<file path="src/hdl/bcfm_pkg.sv">
package bcfm_pkg;

  localparam int CELLS_PER_CHIP = 12;
  localparam int MASK_W         = 12;

  typedef enum logic [1:0] {
    MODE_CELL = 2'd0,
    MODE_TEMP = 2'd1,
    MODE_END  = 2'd2,
    MODE_NONE = 2'd3
  } mode_t;

  typedef enum logic [2:0] {
    CLS_OK   = 3'd0,
    CLS_OV   = 3'd1,
    CLS_UV   = 3'd2,
    CLS_SOFT = 3'd3,
    CLS_HOT  = 3'd4,
    CLS_COLD = 3'd5,
    CLS_SKIP = 3'd6
  } class_t;

  typedef enum logic [2:0] {
    CFG_OV_LIMIT   = 3'd0,
    CFG_UV_LIMIT   = 3'd1,
    CFG_HOT_LIMIT  = 3'd2,
    CFG_SOFT_LIMIT = 3'd3,
    CFG_COLD_LIMIT = 3'd4,
    CFG_FAIL_LIMIT = 3'd5,
    CFG_CELL_MASK  = 3'd6
  } cfg_idx_t;

  localparam int FLAG_UV   = 0;
  localparam int FLAG_OV   = 1;
  localparam int FLAG_COLD = 2;
  localparam int FLAG_HOT  = 3;
  localparam int FLAG_SOFT = 4;

  localparam logic [4:0] VOLT_MASK = 5'b00011;
  localparam logic [4:0] TEMP_MASK = 5'b11100;
  localparam logic [4:0] HARD_MASK = 5'b01111;

  localparam logic [15:0]       OV_RESET   = 16'd42000;
  localparam logic [15:0]       UV_RESET   = 16'd30000;
  localparam logic [15:0]       HOT_RESET  = 16'd728;
  localparam logic [15:0]       SOFT_RESET = 16'd1255;
  localparam logic [15:0]       COLD_RESET = 16'd7384;
  localparam logic [7:0]        FAIL_RESET = 8'd3;
  localparam logic [MASK_W-1:0] MASK_RESET = 12'd3120;

  typedef struct packed {
    logic [15:0]       ov_limit;
    logic [15:0]       uv_limit;
    logic [15:0]       hot_limit;
    logic [15:0]       soft_limit;
    logic [15:0]       cold_limit;
    logic [7:0]        fail_limit;
    logic [MASK_W-1:0] cell_mask;
  } cfg_t;

  typedef struct packed {
    logic [4:0] pending;
    logic [4:0] committed;
    logic [7:0] fail_count;
    logic       relay;
    logic       first_done;
  } mon_state_t;

  typedef struct packed {
    mode_t       mode;
    logic [15:0] code;
    logic [3:0]  pos;
    logic        vfail;
    logic        tfail;
  } sample_t;

endpackage

</file>
<file path="src/hdl/bcfm_eval.sv">
module bcfm_eval (
  input  bcfm_pkg::sample_t    smp,
  input  bcfm_pkg::cfg_t       cfg,
  input  bcfm_pkg::mon_state_t st,
  output bcfm_pkg::mon_state_t st_next,
  output bcfm_pkg::class_t     cls
);
  import bcfm_pkg::*;

  logic       masked;
  logic [4:0] committed;
  logic [7:0] count;

  always_comb begin
    masked = 1'b0;
    if ({1'b0, smp.pos} >= 5'(CELLS_PER_CHIP)) begin
      masked = 1'b1;
    end else if ({1'b0, smp.pos} < 5'(MASK_W)) begin
      masked = cfg.cell_mask[smp.pos];
    end
  end

  always_comb begin
    st_next   = st;
    cls       = CLS_OK;
    committed = st.committed;
    count     = st.fail_count;
    unique case (smp.mode)
      MODE_CELL: begin
        if (masked) begin
          cls = CLS_SKIP;
        end else if (smp.code > cfg.ov_limit) begin
          cls = CLS_OV;
          st_next.pending[FLAG_OV] = 1'b1;
        end else if (smp.code < cfg.uv_limit) begin
          cls = CLS_UV;
          st_next.pending[FLAG_UV] = 1'b1;
        end
      end
      MODE_TEMP: begin
        if (smp.code < cfg.hot_limit) begin
          cls = CLS_HOT;
          st_next.pending[FLAG_HOT] = 1'b1;
        end else if (smp.code < cfg.soft_limit) begin
          cls = CLS_SOFT;
          st_next.pending[FLAG_SOFT] = 1'b1;
        end else if (smp.code > cfg.cold_limit) begin
          cls = CLS_COLD;
          st_next.pending[FLAG_COLD] = 1'b1;
        end
      end
      MODE_END: begin
        if (!smp.vfail) begin
          committed = (committed & ~VOLT_MASK) | (st.pending & VOLT_MASK);
        end
        if (!smp.tfail) begin
          committed = (committed & ~TEMP_MASK) | (st.pending & TEMP_MASK);
        end
        st_next.committed = committed;
        st_next.pending   = '0;
        if (!st.first_done) begin
          st_next.first_done = 1'b1;
          st_next.relay      = ~|(committed & HARD_MASK);
        end else begin
          if (smp.vfail || smp.tfail) begin
            if (count < cfg.fail_limit) begin
              count = count + 8'd1;
            end
          end else begin
            count = '0;
          end
          st_next.fail_count = count;
          if (|(committed & HARD_MASK) || count >= cfg.fail_limit) begin
            st_next.relay = 1'b0;
          end
        end
      end
      default: begin
      end
    endcase
  end

endmodule

</file>
<file path="src/hdl/battery_cell_fault_monitor_core.sv">
// Accepted samples pass the input register, then the result register, onto m_tdata.
// Throughput: one sample per clock unless m_tready stalls; the input register feeds
// one compare pass into the result register, and the state advances with each result.
// Reset (rst, synchronous): flags, failed-scan count and first-scan mark clear,
// relay open, limits and cell mask return to their defaults, both stages empty.
module battery_cell_fault_monitor_core (
  input  logic        clk,
  input  logic        rst,
  input  logic        s_tvalid,
  output logic        s_tready,
  input  logic [23:0] s_tdata,   // sample_code, cell_position, voltage_read_failed,
                                 // temp_read_failed, 2 bits zero
  input  logic [1:0]  s_tuser,   // mode
  output logic        m_tvalid,
  input  logic        m_tready,
  output logic [23:0] m_tdata,   // sample_class, fault_flags, failed_scans,
                                 // relay_closed, 7 bits zero
  input  logic        cfg_valid,
  output logic        cfg_ready,
  input  logic [2:0]  cfg_index,
  input  logic [15:0] cfg_data
);
  import bcfm_pkg::*;

  logic       in_valid;
  sample_t    in_smp;
  logic       out_valid;
  class_t     out_cls;
  mon_state_t st;
  mon_state_t st_next;
  class_t     cls;
  cfg_t       cfg;
  logic       advance;

  assign advance   = !out_valid || m_tready;
  assign s_tready  = !in_valid || advance;
  assign cfg_ready = 1'b1;

  bcfm_eval u_eval (
    .smp     (in_smp),
    .cfg     (cfg),
    .st      (st),
    .st_next (st_next),
    .cls     (cls)
  );

  always_ff @(posedge clk) begin
    if (rst) begin
      in_valid <= 1'b0;
    end else if (s_tready) begin
      in_valid <= s_tvalid;
    end
  end

  always_ff @(posedge clk) begin
    if (s_tvalid && s_tready) begin
      in_smp.mode  <= mode_t'(s_tuser);
      in_smp.code  <= s_tdata[15:0];
      in_smp.pos   <= s_tdata[19:16];
      in_smp.vfail <= s_tdata[20];
      in_smp.tfail <= s_tdata[21];
    end
  end

  always_ff @(posedge clk) begin
    if (rst) begin
      out_valid <= 1'b0;
      st        <= '0;
    end else if (advance) begin
      out_valid <= in_valid;
      if (in_valid) begin
        st <= st_next;
      end
    end
  end

  always_ff @(posedge clk) begin
    if (advance && in_valid) begin
      out_cls <= cls;
    end
  end

  always_ff @(posedge clk) begin
    if (rst) begin
      cfg.ov_limit   <= OV_RESET;
      cfg.uv_limit   <= UV_RESET;
      cfg.hot_limit  <= HOT_RESET;
      cfg.soft_limit <= SOFT_RESET;
      cfg.cold_limit <= COLD_RESET;
      cfg.fail_limit <= FAIL_RESET;
      cfg.cell_mask  <= MASK_RESET;
    end else if (cfg_valid && cfg_ready) begin
      unique case (cfg_idx_t'(cfg_index))
        CFG_OV_LIMIT:   cfg.ov_limit   <= cfg_data;
        CFG_UV_LIMIT:   cfg.uv_limit   <= cfg_data;
        CFG_HOT_LIMIT:  cfg.hot_limit  <= cfg_data;
        CFG_SOFT_LIMIT: cfg.soft_limit <= cfg_data;
        CFG_COLD_LIMIT: cfg.cold_limit <= cfg_data;
        CFG_FAIL_LIMIT: cfg.fail_limit <= cfg_data[7:0];
        CFG_CELL_MASK:  cfg.cell_mask  <= cfg_data[MASK_W-1:0];
        default: begin
        end
      endcase
    end
  end

  assign m_tvalid = out_valid;
  assign m_tdata  = {7'b0, st.relay, st.fail_count, st.committed, out_cls};

  // relay can only close on the first end of scan
  assert property (@(posedge clk) disable iff (rst)
    $rose(st.relay) |-> !$past(st.first_done))
    else $error("relay closed after first scan");

  // every processed end of scan leaves no pending flags
  assert property (@(posedge clk) disable iff (rst)
    (advance && in_valid && in_smp.mode == MODE_END) |=> (st.pending == '0))
    else $error("pending flags survived end of scan");

  // failed-scan count only moves once the first scan is done
  assert property (@(posedge clk) disable iff (rst)
    (st.fail_count != '0) |-> st.first_done)
    else $error("failed-scan count before first scan");

endmodule

</file>
<file path="config.mk">
export PLATFORM = sky130hd
export DESIGN_NAME = battery_cell_fault_monitor_core
export DESIGN_NICKNAME = d
export VERILOG_FILES = /design/src/hdl/bcfm_pkg.sv /design/src/hdl/bcfm_eval.sv /design/src/hdl/battery_cell_fault_monitor_core.sv
export SDC_FILE = /design/constraint.sdc
export NUM_CORES = 1
export LEC_CHECK = 0
export BUFFER_PORTS_ARGS = -buffer_cell sky130_fd_sc_hd__buf_2
export CAP_MARGIN = 15
export CORE_MARGIN = 4
export CORE_UTILIZATION = 64
export DETAILED_ROUTE_END_ITERATION = 10
export HOLD_SLACK_MARGIN = 0.12
export PLACE_DENSITY = 0.85
export SYNTH_ARGS = -nofsm -noshare
export SYNTH_HDL_FRONTEND = slang
export SYNTH_SLANG_ARGS = --single-unit
</file>
<file path="constraint.sdc">
create_clock -name clk -period 4.3 [get_ports clk]
set_input_delay 0.215 -clock clk [delete_from_list [all_inputs] [get_ports clk]]
set_output_delay 0.215 -clock clk [all_outputs]
set_load 0.05 [all_outputs]
</file>
==> flow_summary.yaml, run 1 <==
power_and_ir_drop:
  p_sw_share_pct: 24.4
  power.sequential.fraction_pct: 42.9
  internal-power_mw: 2.65
  p_leak_nw: 3.97
  vdd_ir_drop_max_mv: 0.372
  total_power_per_unit_cell_area_mw_per_mm2: 372
  part_of_the_power_in_combinational_logic_pct: 10.2
  power_switching_uw: 856
  clkPwrFrac_pct: 46.8
timing:
  count_of_endpoints_failing_hold_in_the_final_timing_report: 0
  setup_total_negative_slack_ns: 0
  setup_ws_ns: 1.22
  max-slew-margin-rel_pct: 38.2
  achievable-frequency_ghz: 0.325
  finalSetupViolations: 0
  finalMaxSlewViolations: 0
  timing.final.crit_period_ns: 3.08
  final.setup_skew_ns: 0.00672
  holdWs_ns: 0.142
  worst_slew_pin_slew_ns: 0.927
  grt_setup_unrepaired: "no"
  final.period_utilization_pct: 71.6
global_routing:
  first_global_vias: 6646
  grt_antenna_before_repair: 0
  globalRouteOverflowTotal: 0
  grtUsageTotal_pct: 28.6
  grt_start_max_net_pins: 58
  grt_pass1_wl_um: 32500
floorplan:
  die-width_um: 120
  start_util_pct: 66.3
  core_area_mm2: 0.0122
  design.die.area_mm2: 0.0145
  core.rowCount: 40
  die_h_um: 120
  top_level_ports: 77
placement:
  post-place-ws_ns: 1.34
  gp_congestion: 0.868
  dpl.hpwl_um: 13100
  numPortBuffers: 66
setup_path:
  worst-endpoint-arrival_ns: 3.43
  timing.critical_path.to_type: "register"
  crit_type: "reg2reg"
  path_max_fanout: 11
  worstPathRequired_ns: 4.65
  worstSetupStartpointType: "register"
yosys:
  synth.distinct_cells: 55
  synthCells: 961
  synth-seq-cells: 149
  yosys_warnings: 0
  number_of_enable_type_register_cells_in_the_synthesized_netlist: 27
  ys_dominant_reg_cell: "sky130_fd_sc_hd__dfxtp_1"
  yosysSeqAreaShare_pct: 40.3
  avgSynthCellArea_um2: 8.40
  synth.cell_area_mm2: 0.00807
  synth_async_sr_flop_share_pct: 0
finish:
  antenna_cell_count: 0
  flow.area_growth_from_synthesis_pct: 16.8
  num-nets-final: 1185
  share_of_layout_cells_above_drive_strength_1_pct: 11.1
run_status:
  status: "finished clean"
clock_tree:
  clock-root-buffer: "sky130_fd_sc_hd__clkbuf_16"
  clock_path_buffers: 2
  cts_hold_repair.buffers: 36
  insertion_delay_ns: 0.43
  post_cts.resized_instances: 0
  htree_levels: 4
  clk_transition_reported_paths_ns: 0.06
  inserted_clock_buffers: 17
  postCtsSetupBuffers: 0
  clock_sink_count: 149
  tritoncts: "yes"
routing:
  drt-pass1-iter-count: 5
  totalWireLength_um: 20200
  routed_via_density: 5.78
  routedWlPerCell_um: 16.5
  drcViolationCount: 0
  initialDrtViolationCount: 673
  final_antenna_net_count: 0
  via_count: 7049
worst_hold_path:
  hold_path.class: "in2reg"
job:
  timing.max_cap.violations: 0
[layout make-up]
type / count / area [um^2]
clock inverter: 8 / 100
sequential: 149 / 3250
fill: 857 / 2740
inverter: 89 / 334
clock buffer: 24 / 568
tap: 168 / 210
timing repair buffer: 109 / 743
multi-input combinational: 673 / 4210
[cells by family (layout without fill, tap and decap cells)]
logic type	count (synthesis)	in the layout	share of synthesized area [%]
and+or+nand+nor	346	346	19.1
AOI/OAI and AO/OA	209	209	15.7
DFF	149	149	40.3
buffers and inverters	145	230	7.88
adders and majority gates	96	96	14.9
xor gates and xnor gates	7	7	0.760
muxes	7	7	1.21
other	2	8	0.0931
[sequential cells by signal (all words and copies together) (netlist names)]
register	count
cfg	100
in_smp	24
in_valid	1
m_tdata	14
m_tvalid	1
out_cls	3
st	6
[cells in the mapped netlist, types with 22 or more instances]
cell	instances	area (um^2)
sky130_fd_sc_hd__nand2_1	209	785
sky130_fd_sc_hd__dfxtp_1	122	2440
sky130_fd_sc_hd__a21oi_1	104	521
sky130_fd_sc_hd__ha_1	96	1200
sky130_fd_sc_hd__inv_1	89	334
sky130_fd_sc_hd__o211ai_1	39	293
sky130_fd_sc_hd__nor2_1	35	131
sky130_fd_sc_hd__clkbuf_1	32	120
sky130_fd_sc_hd__nand3_1	29	145
sky130_fd_sc_hd__edfxtp_1	27	811
sky130_fd_sc_hd__buf_4	22	165
[final timing paths]
kind | start | endpoint | slack (ns) | cells after the start
worst max-delay path | m_tdata[13]$_SDFFE_PP0P_ | m_tdata[16]$_SDFFE_PP0P_ | 1.22 | 15
worst min-delay path | cfg_data[11] | cfg[47]$_SDFFE_PP0P_ | 0.14 | 3
worst max register to register | m_tdata[13]$_SDFFE_PP0P_ | m_tdata[16]$_SDFFE_PP0P_ | 1.22 | 15
worst min register to register | cfg[3]$_SDFFE_PP0P_ | cfg[3]$_SDFFE_PP0P_ | 0.45 | 2
[worst max-delay path, stage by stage (launching register included)]
cell and delay [ns]:
sky130_fd_sc_hd__dfxtp_1 0.44, sky130_fd_sc_hd__ha_1 0.28, sky130_fd_sc_hd__a21o_1 0.17, sky130_fd_sc_hd__a21o_1 0.17
sky130_fd_sc_hd__a21oi_1 0.14, sky130_fd_sc_hd__o31a_2 0.32, sky130_fd_sc_hd__xor2_1 0.17, sky130_fd_sc_hd__nand2_1 0.07
sky130_fd_sc_hd__ha_1 0.26, sky130_fd_sc_hd__nand2b_1 0.14, sky130_fd_sc_hd__a21o_1 0.19, sky130_fd_sc_hd__a21oi_1 0.16
sky130_fd_sc_hd__nor2b_1 0.07, sky130_fd_sc_hd__o211ai_1 0.19, sky130_fd_sc_hd__a21oi_1 0.11, sky130_fd_sc_hd__o22ai_1 0.14
[cell usage in the layout, fill, tap and decap left out, types with 3 or more instances in the layout]
cell type,n
sky130_fd_sc_hd__clkbuf_16,22
sky130_fd_sc_hd__a211oi_1,4
sky130_fd_sc_hd__a21o_1,6
sky130_fd_sc_hd__inv_1,89
sky130_fd_sc_hd__nand2b_1,9
sky130_fd_sc_hd__nor2_1,35
sky130_fd_sc_hd__o21bai_1,3
sky130_fd_sc_hd__nor2b_1,10
sky130_fd_sc_hd__dlygate4sd3_1,36
sky130_fd_sc_hd__mux2i_1,3
sky130_fd_sc_hd__o211ai_1,39
sky130_fd_sc_hd__nand2_1,209
sky130_fd_sc_hd__a21boi_0,6
sky130_fd_sc_hd__a31oi_1,9
sky130_fd_sc_hd__nand3_1,29
sky130_fd_sc_hd__edfxtp_1,27
sky130_fd_sc_hd__and3_1,3
sky130_fd_sc_hd__nor3_1,7
sky130_fd_sc_hd__dfxtp_1,122
sky130_fd_sc_hd__conb_1,8
sky130_fd_sc_hd__nand4_1,19
sky130_fd_sc_hd__buf_2,66
sky130_fd_sc_hd__o21ai_0,19
sky130_fd_sc_hd__buf_4,7
sky130_fd_sc_hd__or3_1,8
sky130_fd_sc_hd__nor3b_1,3
sky130_fd_sc_hd__xor2_1,7
sky130_fd_sc_hd__ha_1,96
sky130_fd_sc_hd__clkinvlp_4,3
sky130_fd_sc_hd__a21oi_1,104
[metrics by stage]
stage	total power, mW	instance area (um^2)	std cells	util (%)
5_1_grt	3.63	9420	1220	77.5
4_1_cts	3.50	9420	1220	77.5
2_1_floorplan	1.75	8090	967	-
3_3_place_gp	1.84	8390	1152	69.0
6_report	3.50	9420	1220	77.5
3_5_place_dp	1.85	8390	1152	69.0
[power by group through the flow]
stage | combinational [mW] | sequential, mW | clock, mW
2_1_floorplan | 0.219 | 1.53 | 0
3_3_place_gp | 0.312 | 1.53 | 0
3_5_place_dp | 0.321 | 1.53 | 0
4_1_cts | 0.353 | 1.50 | 1.65
5_1_grt | 0.398 | 1.51 | 1.72
6_report | 0.357 | 1.50 | 1.64
[metal layers]
layer  global-route usage [%]  wire (um)  vias up
met3                     7.86       1500       57
met4                     13.0        704        0
met5                        0          0        -
met1                     36.0       8520     3294
li1                         -          -     3464
met2                     45.9       9460      234
(Power assumes the default switching activity.)
==> inputs of run 2 (changes only) <==
Settings changed: ABC_AREA set to 1, CORE_UTILIZATION 64 to 60, PLACE_DENSITY 0.85 to 0.81.
Clock period 4.3 ns to 3.1 ns, I/O delays scaled along.
==> run 2 against run 1 <==
Compared with the run above:
- non-clock buffer count up 6
- die area up 6.4%
- clock skew up 0.0043 ns
- via count down 2.3%
- core utilization down 6.2 points
- global-route usage down 2.3 points
- final area up 0.24%
- combinational power up 58%
- sequential cell count unchanged
- sequential share of layout area down 0.082 points
- power up 37%
- largest power group unchanged
==> flow_summary.yaml, run 2 <==
run_status:
  status: "finished clean"
yosys:
  ys_top_cells_by_count: "175 x sky130_fd_sc_hd__nand2_1, 151 x sky130_fd_sc_hd__inv_1, 123 x sky130_fd_sc_hd__a21oi_1"
  synthCells: 1007
  synth.cell_area_mm2: 0.00809
  synth_top_area_cell: "sky130_fd_sc_hd__dfxtp_1"
  synth_async_sr_flop_share_pct: 0
  synthTopCellsByArea: "sky130_fd_sc_hd__dfxtp_1 30%, sky130_fd_sc_hd__ha_1 15%, sky130_fd_sc_hd__edfxtp_1 10%"
  synth.distinct_cells: 41
  yosysSeqAreaShare_pct: 40.2
  synth-seq-cells: 149
  number_of_enable_type_register_cells_in_the_synthesized_netlist: 27
  yosys_warnings: 0
  post-synth-top-area-fraction_pct: 30.2
  avgSynthCellArea_um2: 8.03
  ys_dominant_reg_cell: "sky130_fd_sc_hd__dfxtp_1"
  synth.most_common_cell: "sky130_fd_sc_hd__nand2_1"
worst_hold_path:
  hold_path.startpoint: "cfg_data[6]"
  hold_path.class: "in2reg"
floorplan:
  design.die.area_mm2: 0.0154
  core_area_mm2: 0.0132
  die-width_um: 124
  top_level_ports: 77
  core.rowCount: 42
  start_util_pct: 61.1
  die_h_um: 124
routing:
  drt-pass1-iter-count: 5
  drcViolationCount: 0
  met2_wirelength_um: 9050
  routed_via_density: 5.36
  met3WireLength_um: 1080
  routedWlPerCell_um: 14.8
  final_antenna_net_count: 0
  dr.max_layer_used: "met4"
  initialDrtViolationCount: 548
  route.layer.met1.wl_um: 8530
  totalWireLength_um: 19000
  via_count: 6886
timing:
  worst_slew_pin_slew_ns: 0.660
  count_of_endpoints_failing_hold_in_the_final_timing_report: 0
  max-slew-margin-rel_pct: 56.0
  achievable-frequency_ghz: 0.379
  final.period_utilization_pct: 85.1
  finalSetupViolations: 0
  grt_setup_unrepaired: "no"
  finalMaxSlewViolations: 0
  timing.final.crit_period_ns: 2.64
  setup_total_negative_slack_ns: 0
  final.setup_skew_ns: 0.0111
setup_path:
  timing.critical_path.to_type: "register"
  cp.buffers_inverters: 2
  crit_type: "reg2reg"
  critical_path.reg2reg.startpoint: "m_tdata[13]$_SDFFE_PP0P_"
  worstPathRequired_ns: 3.46
  crit_start: "m_tdata[13]$_SDFFE_PP0P_"
  path_cells: "ha_1, a21oi_1, nor2_1, a211oi_2, nand2_2, inv_1, nand2_1, nand3_1, ha_1, inv_1, nand2_1, a21oi_1, o21bai_1, a21oi_1, o221ai_1, a21oi_1"
  path_max_fanout: 13
  worst_path_most_repeated_cell: "sky130_fd_sc_hd__a21oi_1"
  worstSetupStartpointType: "register"
  worst_path_dominant_cell_family: "compound AO/OA/AOI/OAI gates"
  cpPeakStageDelay_ns: 0.46
  worst-endpoint-arrival_ns: 3.00
  timing.critical_path.slowest_stage_cell: "sky130_fd_sc_hd__dfxtp_1"
finish:
  post-route-util_pct: 71.3
  antenna_cell_count: 0
  layout.cells.most_common_list: "175 x sky130_fd_sc_hd__nand2_1, 150 x sky130_fd_sc_hd__inv_1, 123 x sky130_fd_sc_hd__a21oi_1"
  flow.area_growth_from_synthesis_pct: 16.8
  share_of_layout_cells_above_drive_strength_1_pct: 11.6
  largest_register: "cfg"
  largest_register_ff_count: 100
  num-nets-final: 1241
  fillerInstances: 1023
  mostFrequentLayoutCell: "sky130_fd_sc_hd__nand2_1"
clock_tree:
  clock_path_buffers: 2
  insertion_delay_ns: 0.43
  clk_transition_reported_paths_ns: 0.06
  clock-root-buffer: "sky130_fd_sc_hd__clkbuf_16"
  tritoncts: "yes"
  clock_sink_count: 149
  inserted_clock_buffers: 17
  htree_levels: 4
power_and_ir_drop:
  p_leak_nw: 4.43
  vdd_ir_drop_max_mv: 0.443
  total_power_per_unit_cell_area_mw_per_mm2: 508
global_routing:
  grt_antenna_before_repair: 0
  grt_pass1_wl_um: 31500
  grtUsageTotal_pct: 26.3
  grt_start_max_net_pins: 51
  first_global_vias: 6444
  globalRouteOverflowTotal: 0
placement:
  dpl.hpwl_um: 12800
  numPortBuffers: 66
  gp_congestion: 0.887
job:
  timing.max_cap.violations: 0
==> run 2: cell types whose count changed after synthesis, moves of 9 or more <==
cell and delta:
sky130_fd_sc_hd__a21oi_1 +19, sky130_fd_sc_hd__a31oi_1 -9, sky130_fd_sc_hd__clkbuf_1 -14, sky130_fd_sc_hd__inv_1 +62, sky130_fd_sc_hd__nand2_1 -34, sky130_fd_sc_hd__nand2b_1 -9
sky130_fd_sc_hd__nand3_1 -11, sky130_fd_sc_hd__nand4_1 -10, sky130_fd_sc_hd__nor2_1 +19, sky130_fd_sc_hd__nor2b_1 -10, sky130_fd_sc_hd__o211ai_1 -9, sky130_fd_sc_hd__o21ai_0 +75
==> run 2: where the power goes <==
part,switching [mW],internal [mW],leakage [nW],total (mW)
logic,0.352,0.213,2.89,0.564
registers,0.0475,2.05,1.26,2.10
clock network,0.861,1.27,0.281,2.13
total,1.26,3.53,4.43,4.79
==> run 2: path summary, 6_finish.rpt <==
| kind | end | slack, ns | cells past startpoint |
|---|---|---|---|
| min | cfg[58]$_SDFFE_PP1P_ | 0.14 | 3 |
| min reg2reg | cfg[7]$_SDFFE_PP0P_ | 0.45 | 2 |
| max reg2reg | m_tdata[16]$_SDFFE_PP0P_ | 0.46 | 16 |
| max | m_tdata[16]$_SDFFE_PP0P_ | 0.46 | 16 |
==> run 2: cell type report <==
class,instances,area (um^2),area share [%]
clock buffer,18,429,4.54
clock inverter,14,176,1.87
inverter,156,588,6.23
multi-input combinational,656,3960,41.9
sequential,149,3250,34.5
tap,176,220,2.33
timing repair buffer,115,818,8.67
==> run 2: metal layers <==
metal	up-vias	GRT usage, %
met1	3164	35.1
met2	191	42.9
met4	0	8.28
li1	3501	-
met5	-	0
met3	30	5.63
==> run 2: cells by family after synthesis <==
logic type / Yosys count / share of synthesized area [%]
xor gates and xnor gates: 6 / 0.650
other: 2 / 0.0929
AOI/OAI and AO/OA: 271 / 18.6
adders and majority gates: 96 / 14.9
buffers and inverters: 208 / 11.1
DFF: 149 / 40.2
and+or+nand+nor: 275 / 14.5
==> run 2: metrics by stage <==
| stage | hold WS (ns) | instance area, um^2 | setup WS [ns] | total power [mW] | std cells |
|---|---|---|---|---|---|
| after global placement | 0.332 | 8410 | 0.566 | 2.63 | 1209 |
| after CTS | 0.126 | 9440 | 0.460 | 4.80 | 1284 |
| after floorplan | 0.254 | 8110 | 0.783 | 2.49 | 1013 |
| after global routing | 0.152 | 9440 | 0.221 | 4.99 | 1284 |
| final | 0.145 | 9440 | 0.461 | 4.79 | 1284 |
| after detailed placement | 0.333 | 8410 | 0.486 | 2.65 | 1209 |
==> run 2: worst reg2reg max path: cells and delay by family (launching register included) <==
kind | cells | cell delay, ns
compound gates | 7 | 0.91
fa+ha+maj | 2 | 0.53
simple gates | 5 | 0.47
buf+inv | 2 | 0.21
flops | 1 | 0.46
==> run 2: timing repair <==
item	in CTS	in global routing
hold buffers	43	0
buffers inserted	0	0
hold endpoints to repair	78	0
resized for setup	0	0
==> inputs of run 3 (changes only) <==
Settings changed: CORE_UTILIZATION 60 to 50, PLACE_DENSITY 0.81 to 0.69, RECOVER_POWER set to 25.
==> run 3 against run 2 <==
Compared with the run above:
- the flow now finishes with violations (max-capacitance violations, max-slew violations)
- hold slack gained 0.0025 ns
- sequential power is essentially flat
- combinational power shrank 2%
- sequential cell count is the same
- die area grew 19%
- global-route usage shrank 4.6 points
- worst setup slack lost 0.043 ns
- cell count grew 3.0%
- critical path type unchanged
- largest cell class unchanged
==> flow_summary.yaml, run 3 (same netlist as run 2, synthesis figures left out) <==
global_routing:
  grt_antenna_before_repair: 0
  grt_pass1_wl_um: 31500
  grtUsageTotal_pct: 21.8
  grt_start_max_net_pins: 73
  first_global_vias: 6353
  globalRouteOverflowTotal: 0
clock_tree:
  tritoncts: "yes"
  post_cts.resized_instances: 0
  clock_sink_count: 149
  clock_path_buffers: 2
  insertion_delay_ns: 0.43
  htree_levels: 4
  inserted_clock_buffers: 17
  clk_transition_reported_paths_ns: 0.06
  clock-root-buffer: "sky130_fd_sc_hd__clkbuf_16"
power_and_ir_drop:
  p_leak_nw: 4.40
  vdd_ir_drop_max_mv: 0.643
  total_power_per_unit_cell_area_mw_per_mm2: 501
routing:
  met3WireLength_um: 803
  routedWlPerCell_um: 14.4
  dr.max_layer_used: "met4"
  drcViolationCount: 0
  final_antenna_net_count: 0
  drt-pass1-iter-count: 5
  totalWireLength_um: 19000
  via_count: 6644
  met2_wirelength_um: 8800
  initialDrtViolationCount: 384
  routed_via_density: 5.03
  route.layer.met1.wl_um: 8980
run_status:
  status: "complete, but fails checks"
  violated_checks: "max-capacitance violations, max-slew violations"
floorplan:
  core_area_mm2: 0.0159
  design.die.area_mm2: 0.0183
  top_level_ports: 77
  start_util_pct: 50.9
  die_h_um: 135
  die-width_um: 135
  core.rowCount: 46
setup_path:
  worst-endpoint-arrival_ns: 3.03
  cpPeakStageDelay_ns: 0.46
  worst_path_dominant_cell_family: "compound AO/OA/AOI/OAI gates"
  worst_path_most_repeated_cell: "sky130_fd_sc_hd__a21oi_1"
  timing.critical_path.slowest_stage_cell: "sky130_fd_sc_hd__dfxtp_1"
  worstSetupStartpointType: "register"
  crit_type: "reg2reg"
  path_max_fanout: 13
  worstPathRequired_ns: 3.45
  cp.buffers_inverters: 2
  path_cells: "ha_1, a21oi_1, nor2_1, a211oi_2, nand2_2, inv_1, nand2_1, nand3_1, ha_1, inv_1, nand2_1, a21oi_1, o21bai_1, a21oi_1, o221ai_1, a21oi_1"
  timing.critical_path.to_type: "register"
placement:
  dpl.hpwl_um: 13100
  gp_congestion: 0.917
  placed_cell_area_mm2: 0.00845
  numPortBuffers: 66
  post-place-ws_ns: 0.439
finish:
  flow.area_growth_from_synthesis_pct: 16.7
  fin_area_mm2: 0.00944
  num-nets-final: 1239
  largest_register_ff_count: 100
  share_of_layout_cells_above_drive_strength_1_pct: 10.5
  fillerInstances: 1479
  layout.cells.most_common_list: "175 x sky130_fd_sc_hd__nand2_1, 151 x sky130_fd_sc_hd__inv_1, 123 x sky130_fd_sc_hd__a21oi_1"
  post-route-util_pct: 59.4
  mostFrequentLayoutCell: "sky130_fd_sc_hd__nand2_1"
  antenna_cell_count: 0
  largest_register: "cfg"
timing:
  count_of_endpoints_failing_hold_in_the_final_timing_report: 0
  achievable-frequency_ghz: 0.373
  max-slew-margin-rel_pct: -4.99
  grt_setup_unrepaired: "no"
  final.setup_skew_ns: 0.00732
  finalMaxSlewViolations: 15
  worst_slew_pin_slew_ns: 1.56
  setup_ws_ns: 0.417
  setup_total_negative_slack_ns: 0
  finalSetupViolations: 0
  final.period_utilization_pct: 86.5
  timing.final.crit_period_ns: 2.68
worst_hold_path:
  hold_path.class: "in2reg"
job:
  timing.max_cap.violations: 1
## run 3: cell count changes in the layout (fill, tap and decap cells not counted), moves of 2 or more
cell                         before  now
sky130_fd_sc_hd__clkbuf_1         1    7
sky130_fd_sc_hd__clkinv_1         1    3
sky130_fd_sc_hd__buf_2           66   61
sky130_fd_sc_hd__clkinvlp_4       4    2
## run 3: repair_timing
item | 4_1_cts | 5_1_grt
hold endpoints to repair | 78 | 0
hold buffers | 42 | 0
setup buffers | 0 | 0
## run 3: metal layers
metal | GRT usage (%) | up-vias
met2 | 35.4 | 128
met1 | 29.1 | 3000
met5 | 0 | -
met4 | 6.66 | 0
met3 | 5.05 | 28
li1 | - | 3488
## run 3: power by group
| group | switching [mW] | total (mW) | internal [mW] |
|---|---|---|---|
| logic | 0.345 | 0.554 | 0.209 |
| registers | 0.0474 | 2.10 | 2.05 |
| clock network | 0.819 | 2.08 | 1.26 |
## run 3: worst paths after layout
kind,from,endpoint,slack (ns),cells past startpoint
setup / recovery,m_tdata[13]$_SDFFE_PP0P_,m_tdata[16]$_SDFFE_PP0P_,0.42,16
hold / removal,cfg_data[6],cfg[58]$_SDFFE_PP1P_,0.15,3
setup reg to reg,m_tdata[13]$_SDFFE_PP0P_,m_tdata[16]$_SDFFE_PP0P_,0.42,16
hold reg to reg,cfg[4]$_SDFFE_PP1P_,cfg[4]$_SDFFE_PP1P_,0.46,2
## run 3: area by class of cell
cell class	count	area, um^2	share of cell area (%)
flip-flops and latches	149	3250	34.5
inverters	156	588	6.23
clock inverters	13	156	1.66
repair buffers	113	795	8.42
well taps	216	270	2.86
multi-input cells	656	3940	41.8
clock buffers	19	433	4.59
## run 3: through the flow
step	hold WS (ns)	std cells	power, mW
2_1_floorplan	0.254	1013	2.49
3_3_place_gp	0.331	1248	2.64
3_5_place_dp	0.333	1248	2.65
4_1_cts	0.132	1322	4.77
5_1_grt	0.159	1322	4.93
6_report	0.147	1322	4.73
## run 3: tightest hold or removal path: stages
cell                       delay [ns]
sky130_fd_sc_hd__buf_2           0.19
sky130_fd_sc_hd__nand2_1         0.09
sky130_fd_sc_hd__o211ai_1        0.08
